**src/sv/rsd_pkg.sv**
```systemverilog
`timescale 1ns / 1ps
// ----------------------------------------------------------------------------
// rsd_pkg
// Shared types and constants of the record stream deframer.
// ----------------------------------------------------------------------------
package rsd_pkg;

  localparam int LEN_W      = 17;
  localparam int SUM_W      = 18;
  localparam int HDR_BYTES  = 16;
  localparam int COUNT_W    = 13;
  localparam int FIFO_DEPTH = 4;

  localparam logic [COUNT_W-1:0] COUNT_MAX = '1;

  typedef enum logic [1:0] {
    KIND_HEADER    = 2'd0,
    KIND_DATA      = 2'd1,
    KIND_END       = 2'd2,
    KIND_MALFORMED = 2'd3
  } kind_t;

  typedef enum logic {
    PH_HEADER = 1'b0,
    PH_DATA   = 1'b1
  } phase_t;

  typedef struct packed {
    kind_t               kind;
    logic [63:0]         expiration;
    logic [15:0]         payload_len;
    logic [15:0]         record_flags;
    logic [31:0]         type_num;
    logic [7:0]          data_byte;
    logic [COUNT_W-1:0]  record_count;
    logic                ends_record;
    logic                last_of_run;
  } result_t;

  localparam result_t RESULT_ZERO = '0;

  // results produced by one accepted byte
  typedef struct packed {
    logic [1:0] count;
    result_t    r0;
    result_t    r1;
  } push_t;

endpackage

```
**src/sv/record_stream_deframer_top.sv**
```systemverilog
`timescale 1ns / 1ps
// ----------------------------------------------------------------------------
// record_stream_deframer_top
// Parses a serialized record buffer fed one byte per transfer.
//
// Input channel (in_valid/in_ready) carries one buffer byte per transfer;
// in_first_byte marks the first byte of a buffer and restarts the parse.
// cfg_wr_en/cfg_wr_data load the buffer length; the user is to write it between buffers, the block does not enforce it.
// Output channel (out_valid/out_ready) gives decoded headers, data bytes,
// an end result with the record count, or a malformed result.
// Results are registered in the result queue when the byte that causes them is accepted.
// Takes one byte per cycle while in_ready is high; each byte gives zero, one
// or two results and the four-entry result queue delivers one per cycle while
// the receiver is ready, so a byte that gives two results needs two transfers.
// in_ready is high while the queue has at least two free entries; a stalled
// receiver fills the queue and then holds off the input, nothing is lost.
// After reset the length is zero and bytes are ignored until a first byte.
// ----------------------------------------------------------------------------
module record_stream_deframer_top import rsd_pkg::*; #(
  parameter int MAX_BUFFER = 65536
) (
  input  logic                clk,
  input  logic                rst_n,
  input  logic                cfg_wr_en,
  input  logic [LEN_W-1:0]    cfg_wr_data,
  input  logic                in_valid,
  output logic                in_ready,
  input  logic [7:0]          in_byte_value,
  input  logic                in_first_byte,
  output logic                out_valid,
  input  logic                out_ready,
  output logic [1:0]          out_kind,
  output logic [63:0]         out_expiration,
  output logic [15:0]         out_payload_len,
  output logic [15:0]         out_record_flags,
  output logic [31:0]         out_type_num,
  output logic [7:0]          out_data_byte,
  output logic [COUNT_W-1:0]  out_record_count,
  output logic                out_ends_record,
  output logic                out_last_of_run
);

  logic [LEN_W-1:0] buffer_length_r;
  push_t            push;
  result_t          res;
  logic             room;

  always_ff @(posedge clk) begin
    if (!rst_n) begin
      buffer_length_r <= '0;
    end else if (cfg_wr_en) begin
      buffer_length_r <= cfg_wr_data;
    end
  end

  assign in_ready = room;

  rsd_core #(
    .MAX_BUFFER(MAX_BUFFER)
  ) u_core (
    .clk          (clk),
    .rst_n        (rst_n),
    .buffer_length(buffer_length_r),
    .in_fire      (in_valid && in_ready),
    .byte_value   (in_byte_value),
    .first_byte   (in_first_byte),
    .push         (push)
  );

  rsd_out_fifo u_fifo (
    .clk      (clk),
    .rst_n    (rst_n),
    .push     (push),
    .room     (room),
    .out_valid(out_valid),
    .out_ready(out_ready),
    .out_res  (res)
  );

  assign out_kind         = res.kind;
  assign out_expiration   = res.expiration;
  assign out_payload_len  = res.payload_len;
  assign out_record_flags = res.record_flags;
  assign out_type_num     = res.type_num;
  assign out_data_byte    = res.data_byte;
  assign out_record_count = res.record_count;
  assign out_ends_record  = res.ends_record;
  assign out_last_of_run  = res.last_of_run;

endmodule

```
**src/sv/rsd_core.sv**
```systemverilog
`timescale 1ns / 1ps
// ----------------------------------------------------------------------------
// rsd_core
// Parse state and per-byte decode: produces up to two results per byte.
// ----------------------------------------------------------------------------
module rsd_core import rsd_pkg::*; #(
  parameter int MAX_BUFFER = 65536
) (
  input  logic             clk,
  input  logic             rst_n,
  input  logic [LEN_W-1:0] buffer_length,
  input  logic             in_fire,
  input  logic [7:0]       byte_value,
  input  logic             first_byte,
  output push_t            push
);

  localparam int LEN_CAP = (MAX_BUFFER < (2 ** LEN_W) - 1) ? MAX_BUFFER : (2 ** LEN_W) - 1;
  localparam int OFS_W   = $clog2(LEN_CAP + 1);
  localparam logic [LEN_W-1:0] CAP_VAL = LEN_W'(LEN_CAP);

  logic [OFS_W-1:0]   offset_r, offset_nxt;
  phase_t             phase_r, phase_nxt;
  logic [3:0]         fill_r, fill_nxt;
  logic [15:0]        left_r, left_nxt;
  logic [COUNT_W-1:0] seen_r, seen_nxt;
  logic               finished_r, finished_nxt;
  logic [119:0]       hdr_r, hdr_nxt;

  logic [OFS_W-1:0]   offs, offs_inc;
  phase_t             phase;
  logic [3:0]         fill;
  logic [15:0]        left, left_dec;
  logic [COUNT_W-1:0] seen, seen_inc;
  logic               fin;
  logic               active;
  logic [LEN_W-1:0]   eff_len;
  logic               start_end, hdr_done, hdr_zero, overrun, tail_short, data_end;
  logic [127:0]       hdr;
  logic [15:0]        ds;

  // restart view of the state
  assign offs  = first_byte ? '0 : offset_r;
  assign phase = first_byte ? PH_HEADER : phase_r;
  assign fill  = first_byte ? '0 : fill_r;
  assign left  = first_byte ? '0 : left_r;
  assign seen  = first_byte ? '0 : seen_r;
  assign fin   = first_byte ? 1'b0 : finished_r;

  assign active  = in_fire && !fin;
  assign eff_len = (buffer_length > CAP_VAL) ? CAP_VAL : buffer_length;

  assign offs_inc = offs + OFS_W'(1);
  assign seen_inc = (seen == COUNT_MAX) ? seen : seen + COUNT_W'(1);
  assign left_dec = (left != '0) ? left - 16'd1 : '0;
  assign data_end = (left_dec == '0);

  assign hdr      = {hdr_r, byte_value};
  assign ds       = hdr[63:48];
  assign hdr_zero = (hdr == '0);

  assign start_end  = (fill == '0) &&
                      ((SUM_W'(offs) + SUM_W'(HDR_BYTES)) > SUM_W'(eff_len));
  assign hdr_done   = !start_end && (fill == 4'd15);
  assign overrun    = (SUM_W'(offs_inc) + SUM_W'(ds)) > SUM_W'(eff_len);
  assign tail_short = (SUM_W'(offs_inc) + SUM_W'(HDR_BYTES)) > SUM_W'(eff_len);

  // next state
  always_comb begin
    offset_nxt   = offset_r;
    phase_nxt    = phase_r;
    fill_nxt     = fill_r;
    left_nxt     = left_r;
    seen_nxt     = seen_r;
    finished_nxt = finished_r;
    hdr_nxt      = hdr_r;
    if (in_fire) begin
      offset_nxt   = offs;
      phase_nxt    = phase;
      fill_nxt     = fill;
      left_nxt     = left;
      seen_nxt     = seen;
      finished_nxt = fin;
    end
    if (active) begin
      unique case (phase)
        PH_HEADER: begin
          if (start_end) begin
            finished_nxt = 1'b1;
          end else begin
            hdr_nxt    = hdr[119:0];
            fill_nxt   = fill + 4'd1;
            offset_nxt = offs_inc;
            if (hdr_done) begin
              if (hdr_zero || overrun) begin
                finished_nxt = 1'b1;
              end else begin
                seen_nxt = seen_inc;
                if (ds == '0) begin
                  finished_nxt = tail_short;
                end else begin
                  phase_nxt = PH_DATA;
                  left_nxt  = ds;
                end
              end
            end
          end
        end
        PH_DATA: begin
          offset_nxt = offs_inc;
          left_nxt   = left_dec;
          if (data_end) begin
            phase_nxt    = PH_HEADER;
            fill_nxt     = '0;
            finished_nxt = tail_short;
          end
        end
      endcase
    end
  end

  // results
  always_comb begin
    push    = '0;
    push.r0 = RESULT_ZERO;
    push.r1 = RESULT_ZERO;
    if (active) begin
      unique case (phase)
        PH_HEADER: begin
          if (start_end) begin
            push.count           = 2'd1;
            push.r0.kind         = KIND_END;
            push.r0.record_count = seen;
          end else if (hdr_done) begin
            push.count = 2'd1;
            if (hdr_zero) begin
              push.r0.kind         = KIND_END;
              push.r0.record_count = seen;
            end else if (overrun) begin
              push.r0.kind = KIND_MALFORMED;
            end else begin
              push.r0.kind         = KIND_HEADER;
              push.r0.expiration   = hdr[127:64];
              push.r0.payload_len  = ds;
              push.r0.record_flags = hdr[47:32];
              push.r0.type_num     = hdr[31:0];
              push.r0.record_count = seen_inc;
              push.r0.ends_record  = (ds == '0);
              if ((ds == '0) && tail_short) begin
                push.count           = 2'd2;
                push.r1.kind         = KIND_END;
                push.r1.record_count = seen_inc;
              end
            end
          end
        end
        PH_DATA: begin
          push.count           = 2'd1;
          push.r0.kind         = KIND_DATA;
          push.r0.data_byte    = byte_value;
          push.r0.record_count = seen;
          push.r0.ends_record  = data_end;
          if (data_end && tail_short) begin
            push.count           = 2'd2;
            push.r1.kind         = KIND_END;
            push.r1.record_count = seen;
          end
        end
      endcase
    end
    push.r0.last_of_run = (push.count == 2'd1);
    push.r1.last_of_run = (push.count == 2'd2);
  end

  always_ff @(posedge clk) begin
    if (!rst_n) begin
      offset_r   <= '0;
      phase_r    <= PH_HEADER;
      fill_r     <= '0;
      left_r     <= '0;
      seen_r     <= '0;
      finished_r <= 1'b1;
    end else begin
      offset_r   <= offset_nxt;
      phase_r    <= phase_nxt;
      fill_r     <= fill_nxt;
      left_r     <= left_nxt;
      seen_r     <= seen_nxt;
      finished_r <= finished_nxt;
    end
  end

  always_ff @(posedge clk) begin
    hdr_r <= hdr_nxt;
  end

endmodule

```
**src/sv/rsd_out_fifo.sv**
```systemverilog
`timescale 1ns / 1ps
// ----------------------------------------------------------------------------
// rsd_out_fifo
// Result queue: takes up to two results per cycle, gives one per transfer.
// ----------------------------------------------------------------------------
module rsd_out_fifo import rsd_pkg::*; (
  input  logic    clk,
  input  logic    rst_n,
  input  push_t   push,
  output logic    room,
  output logic    out_valid,
  input  logic    out_ready,
  output result_t out_res
);

  localparam int PTR_W = $clog2(FIFO_DEPTH);
  localparam int CNT_W = $clog2(FIFO_DEPTH + 1);

  result_t            q_r [FIFO_DEPTH];
  logic [PTR_W-1:0]   wr_ptr_r, wr_ptr_nxt;
  logic [PTR_W-1:0]   rd_ptr_r, rd_ptr_nxt;
  logic [CNT_W-1:0]   cnt_r, cnt_nxt;
  logic [PTR_W-1:0]   wr_ptr_1;
  logic               pop;

  assign out_valid = (cnt_r != '0);
  assign out_res   = q_r[rd_ptr_r];
  assign pop       = out_valid && out_ready;
  assign room      = (cnt_r <= CNT_W'(FIFO_DEPTH - 2));
  assign wr_ptr_1  = wr_ptr_r + PTR_W'(1);

  assign wr_ptr_nxt = wr_ptr_r + PTR_W'(push.count);
  assign rd_ptr_nxt = rd_ptr_r + PTR_W'(pop);
  assign cnt_nxt    = cnt_r + CNT_W'(push.count) - CNT_W'(pop);

  always_ff @(posedge clk) begin
    if (!rst_n) begin
      wr_ptr_r <= '0;
      rd_ptr_r <= '0;
      cnt_r    <= '0;
    end else begin
      wr_ptr_r <= wr_ptr_nxt;
      rd_ptr_r <= rd_ptr_nxt;
      cnt_r    <= cnt_nxt;
    end
  end

  always_ff @(posedge clk) begin
    if (push.count != 2'd0) begin
      q_r[wr_ptr_r] <= push.r0;
    end
    if (push.count == 2'd2) begin
      q_r[wr_ptr_1] <= push.r1;
    end
  end

endmodule

```
**config.mk**
```make
export PLATFORM = sky130hd
export DESIGN_NAME = record_stream_deframer_top
export DESIGN_NICKNAME = d
export VERILOG_FILES = /design/src/sv/rsd_pkg.sv /design/src/sv/record_stream_deframer_top.sv /design/src/sv/rsd_core.sv /design/src/sv/rsd_out_fifo.sv
export SDC_FILE = /design/constraint.sdc
export NUM_CORES = 2
export LEC_CHECK = 0
export BUFFER_PORTS_ARGS = -buffer_cell sky130_fd_sc_hd__clkbuf_2
export CAP_MARGIN = 20
export CORE_MARGIN = 5
export CORE_UTILIZATION = 45
export DETAILED_ROUTE_END_ITERATION = 6
export SLEW_MARGIN = 20
export SYNTH_ARGS = -nofsm -noshare
export SYNTH_HDL_FRONTEND = slang
export SYNTH_SLANG_ARGS = --single-unit
```
**constraint.sdc**
```tcl
create_clock -name clk -period 18.2 [get_ports clk]
set_clock_uncertainty 0.2 [all_clocks]
set_input_delay 1.82 -clock clk [delete_from_list [all_inputs] [get_ports clk]]
set_output_delay 1.82 -clock clk [all_outputs]
set_load 0.02 [all_outputs]
```
Yosys cells after proc, flatten, opt, wreduce, memory -nomap -nowiden:

Memories as Yosys holds them, arrays and structs flattened. A register that Yosys moved wholly into a read port is not among the register bits.
Cells that the tools add are included.

* bits in registers: 196
* latch bits: 0
* RAM bits: 612
* bits in read-only memories: 0
* input bits: 31
* output and inout port bits: 155
* word-level logic and storage cells: 143
* memories kept: 1

* $add $sub $neg: 12
* $mul: 0
* div/mod/pow operators: 0
* $lt $le $gt $ge: 5
* equal/unequal tests: 4
* shift operators: 0
* muxes and demuxes: 90
* bitwise logic cells: 2
* reduce and logical (&&, ||, !) cells: 18

Memories
* u_fifo.q_r: depth 4, bits a word 153, read ports 1, clocked after memory_dff 1, write ports 2, RTL line rsd_out_fifo.sv:19 `result_t q_r [FIFO_DEPTH];`

Operators with widths (number)
* $mux W128: 4
* $mux W13: 17
* $mux W154: 1
* $mux W132: 1
* $logic_not A128 Y1: 1
* $mux W16: 8
* $mux W17: 5
* $gt A18 B17 Y1: 3
* $add A17 B5 Y18 const B: 2
* $pmux W17 S2: 1
* $logic_not A16 Y1: 2
* $pmux W16 S2: 1
* $mux W14: 2
* $mux W2: 14
* $pmux W14 S2: 1
* $pmux W13 S2: 1
* $mux W4: 6
* $mux W1: 22
* $add A17 B16 Y18: 1
* $add A17 B1 Y17 const B: 1
* $gt A17 B17 Y1 const B: 1
* $pmux W4 S2: 2
* $reduce_bool A16 Y1: 1
* $sub A16 B1 Y16 const B: 1
* 23 further kinds: 32

Logic depth before layout (Yosys ltp):

* depth in word-level cells: 15
* depth in mapped cells: 37
* mapped depth without buffers: 31

Hierarchy:

From an unflattened synthesis, not the netlist that was laid out.

* cell total of the unflattened synthesis: 3024
* area, all modules: 43908.4 um2

By module, submodules not included
* rsd_out_fifo: instances 1, cells an instance 1524, area an instance 30364.1 um2, seq. area each 18517.8 um2
* rsd_core: instances 1, cells an instance 1445, area an instance 12886.1 um2, seq. area each 4644.5 um2
* record_stream_deframer_top: instances 1, cells an instance 55, area an instance 658.1 um2, seq. area each 340.3 um2

Worst setup path before layout:

OpenSTA, ideal clock, no wires.

* kind: input to register
* from: input in_first_byte
* to: register u_core.fill_r[3]
* setup time: 106 ps
* arrival time: 11246 ps
* data required time: 17894 ps
* slack: 6648 ps
* stages: 22
* buffers on the path: 6
* path through: buf_2 -> buf_2 -> clkbuf_1 -> buf_2 -> clkbuf_1 -> nor2b_1 -> ha_1 -> nand3_2 -> or2_0 -> clkbuf_1 -> nor2_1 -> xnor2_1 -> nor2_1 -> ha_1 -> nand2_1 -> o21ai_0 -> a2111oi_0 -> a21oi_1 -> o41a_1 -> nor2_1 -> nand2_1 -> o32ai_1

* longest elaborated chain between the ends: 7
* elaborated cells on any way between the ends: 22
* classes of those cells: add/sub: 3; order compare: 1; mux: 11; bitwise: 1; reduce/logical: 6

RTL lines
* from (decl): RTL line record_stream_deframer_top.sv:29 `input logic in_first_byte,`
* $mux W17 / $mux W16 (equally long branches): RTL line rsd_core.sv:43, rsd_core.sv:46
* $add A17 B5 Y18 (tied with other cells): RTL line rsd_core.sv:63 `((SUM_W'(offs) + SUM_W'(HDR_BYTES)) > SUM_W'(eff_len));`
* $gt A18 B17 Y1 / $mux W16 (equally long branches): RTL line rsd_core.sv:63, rsd_core.sv:55
* $logic_and A1 B1 Y1 / $logic_not A16 Y1 (equally long branches): RTL line rsd_core.sv:62, rsd_core.sv:56
* $mux W4, on equally long branches: RTL line rsd_core.sv:88, rsd_core.sv:112
* $pmux W4 S2: RTL line rsd_core.sv:86 `unique case (phase)`
* $mux W4 *: RTL line rsd_core.sv:85 `if (active) begin`
* to (signal assigned): RTL line rsd_core.sv:186 `fill_r <= fill_nxt;`
* to (decl): RTL line rsd_core.sv:24 `logic [3:0] fill_r, fill_nxt;`

Every way passes the cells marked *; elsewhere a longest branch is shown, timed or not.
A chain may end at the register's enable or synchronous reset.

==> results by group <==
Detailed routing
  • Routed vias: ~27000
  • Avg Vias per Cell: roughly 6.4
  • Post-route ant nets: 0
  • DRC: 0
  • Final wirelength: roughly 110 mm
  • WL per Instance: ~25 um
  • Initial DRT Pass Iterations: 5
  • First-iteration detailed-routing DRC count: roughly 2600

STA
  • Setup_tns: 0 ps
  • Fmax: around 99 MHz
  • RSZ-0062 raised after global routing: false
  • Final worst-path cycle share: a little under three fifths
  • Final Hold Vio Count: 0
  • Fin crit period: just over 10000 ps
  • Relative slew margins: between 20% and 30%
  • Least-Margin Pin Slew: between 1000 and 1500 ps
  • Final count of negative-setup-slack endpoints: 0
  • Slew Viols, Final: 0
  • PnR worst setup slack: between 8000 and 9000 ps

Placed design
  • RePlAce Congestion: around 0.9
  • Dpl ws: between 7000 and 8000 ps
  • PortBufs: ~190
  • DP HPWL: between 60 and 70 mm

Final layout
  • ANT cells: 0
  • Share of layout cells above drive strength 1: between 10% and 20%
  • Commonest non-fill, non-tap cell in the layout: dfxtp_1
  • Fillers: around 6600
  • Final Util: a little over 50%
  • Register area: around 18000 um2
  • Layout net count: about 3200
  • Commonest non-fill, non-tap cells in the layout: dfxtp_1, a22o_1, nor2_1
  • Area of the multi-input gates: 15600 um2
  • Area Growth Syn to Fin: 12.8%

Pwr
  • Max IR drop VDD: around 68 uV
  • Static Leakage: 0.0146 uW
  • PwrDens: roughly 110 nW/um2

Logic synthesis
  • Mean Syn Cell Area: roughly 12 um2
  • Post-synthesis net count: ~3100
  • Leading area contributor after synthesis: dfxtp_1
  • Synth area leaders: dfxtp_1, edfxtp_1, mux4_2
  • Yosys top cell area share: roughly 36%
  • Synth Cell Area: between 30000 and 40000 um2
  • Post-synthesis instance total: 2995
  • Number of flops mapped to enable cells by yosys: 180
  • Synth warn: 0
  • Top FF cell, synth: dfxtp_1
  • #FFs+latches synth: just over 800
  • Asr flop ratio synth: 0%
  • Netlist cell types: between 90 and 100
  • Sequential area share after synthesis: between 50% and 60%

Setup path
  • CP Max Fanout: 73
  • Top delay family on crit path: compound AO/OA/AOI/OAI gates
  • Worst r2r path cells: 25
  • Required time worst endpoint: around 19000 ps
  • Cells along the critical path: clkbuf_2 > clkinv_1 > nand2_1 > xor2_1 > ha_1 > a21oi_1 > o21ai_0 > nand3_1 > o21ai_0 > o211ai_1 > nand2b_1 > a21o_1 > xor2_1 > ha_1 > and4_1 > nand3_1 > o22ai_1 > a31oi_1 > a22oi_1 > o211a_1 > and2_4 > buf_4 > a22o_1
  • WP buf/inv: 3
  • Crit path depth: 23
  • WS Path Type: primary input to flop
  • Worst Setup Start Kind: primary input
  • CP endpoint kind: flop
  • CP peak stage delay: 920 ps
  • Crit path DAT: ~10000 ps
  • Slowest CP cell: buf_4

Status
  • Outcome: finished clean

GRT
  • GRT Util Overall: about 25%
  • First-pass GRT wire length: between 150 and 200 mm
  • Global route overflow: 0
  • Largest net degree at the start of global routing: between 70 and 80
  • Vias in the first global route: around 26000
  • Initial antenna violation count: 1

Die
  • Chip width: between 200 and 300 um
  • Die area: ~83000 um2
  • Row count: approximately 100
  • Ports: between 150 and 200
  • Die Ht: 288 um
  • Initial Util: 45.5%
  • Core Region: ~76000 um2

Clock tree
  • Clk_lat worst skew: 650 ps
  • Postcts setup bufs: 0
  • Post-CTS sizing: 0
  • CTS tree: built
  • CTS sink cnt: ~800
  • Num CTS Buffers: 85
  • Hold bufs inserted after CTS: 0
  • Maximum root-to-sink buffer count: 3
  • Clk slew on worst S/H paths: about 60 ps
  • H-tree Lvls: 3
  • Root buf cell: clkbuf_16

Hold path
  • Hold path cells: 2
  • Hold/Removal Path Class: flop to flop

Flow run
  • Max Cap Viol: 0
[sequential cells by signal (all words and copies together) (netlist names)]
register and cells:
u_fifo.q_r 612, u_core.hdr_r 120, buffer_length_r 17, u_core.offset_r 17
u_core.left_r 16, u_core.seen_r 13, u_core.fill_r 4, u_fifo.cnt_r 3
u_fifo.rd_ptr_r 2, u_fifo.wr_ptr_r 2, u_core.finished_r 1, u_core.phase_r 1
[synthesized netlist by cell type (34+ instances only)]
master and instances:
a21oi_1 99, nand2_1 156, a22o_1 384, a22oi_1 148
mux4_2 153, nor4_1 46, nor2_1 268, inv_1 38
o21ai_0 50, clkbuf_1 116, ha_1 80, xnor2_1 39
buf_1 44, xor2_1 34, nand4_1 34, dfxtp_1 628
o22ai_1 73, edfxtp_1 180, buf_2 74
[per-stage QoR]
step,instances,cell area [um2],hold slack (ps),power (uW)
after CTS,4164,39100,260,4310
final,4165,39100,257,4280
after global routing,4165,39100,279,4440
after floorplan,2995,34700,232,2380
after detailed placement,4005,36200,249,2550
after global placement,4004,36200,239,2540
[final cells by class]
class | instances | share of cell area [%]
Tap cell | 1030 | 3.29
Clock inverter | 35 | 1.15
Inverter | 40 | 0.384
Multi-Input combinational cell | 1905 | 39.8
Clock buffer | 124 | 6.19
Timing Repair Buffer | 223 | 3.18
Sequential cell | 808 | 46.0
[layer usage]
layer	track usage, %	wire (um)	vias up
met5	0	0	-
met4	6.62	2540	0
met3	3.85	7060	167
met2	40.8	50800	1064
met1	34.1	45600	13626
li1	-	-	11704
[power breakdown]
part | internal, uW | switching, uW | leakage [uW] | total (uW)
clock network | 1030 | 740 | 0.00141 | 1770
logic | 196 | 287 | 0.00640 | 483
registers | 1900 | 128 | 0.00675 | 2030
[final timing paths]
path,from,endpoint,slack [ps]
worst max-delay path,in_first_byte,u_fifo.q_r[3][66],8140
worst min-delay path,u_fifo.q_r[0][1],u_fifo.q_r[0][1],260
worst max register to register,u_core.offset_r[4],u_fifo.q_r[3][66],9120
worst min register to register,u_fifo.q_r[0][1],u_fifo.q_r[0][1],260
[cells by family (layout without fill, tap and decap cells)]
family                   after synthesis  count (layout)  share of synthesized area [%]
AO/OA/AOI/OAI                        883             883                           19.7
flip-flops                           808             808                           51.9
AND/OR/NAND/NOR                      685             685                           9.41
buffers and inverters                282             422                           3.41
multiplexers                         181             181                           10.8
adder cells (fa/ha/maj)               82              82                           3.00
XOR/XNOR                              74              74                           1.89
[worst reg2reg max path, delay by kind of cell (launching register included)]
family                     cells  cell delay, ps
and+or+nand+nor               10            2430
xor gates and xnor gates       2             430
adders and majority gates      3            1040
AOI/OAI and AO/OA              9            3310
DFF                            1             650
buffers and inverters          1             980
(Power assumes the default switching activity.)
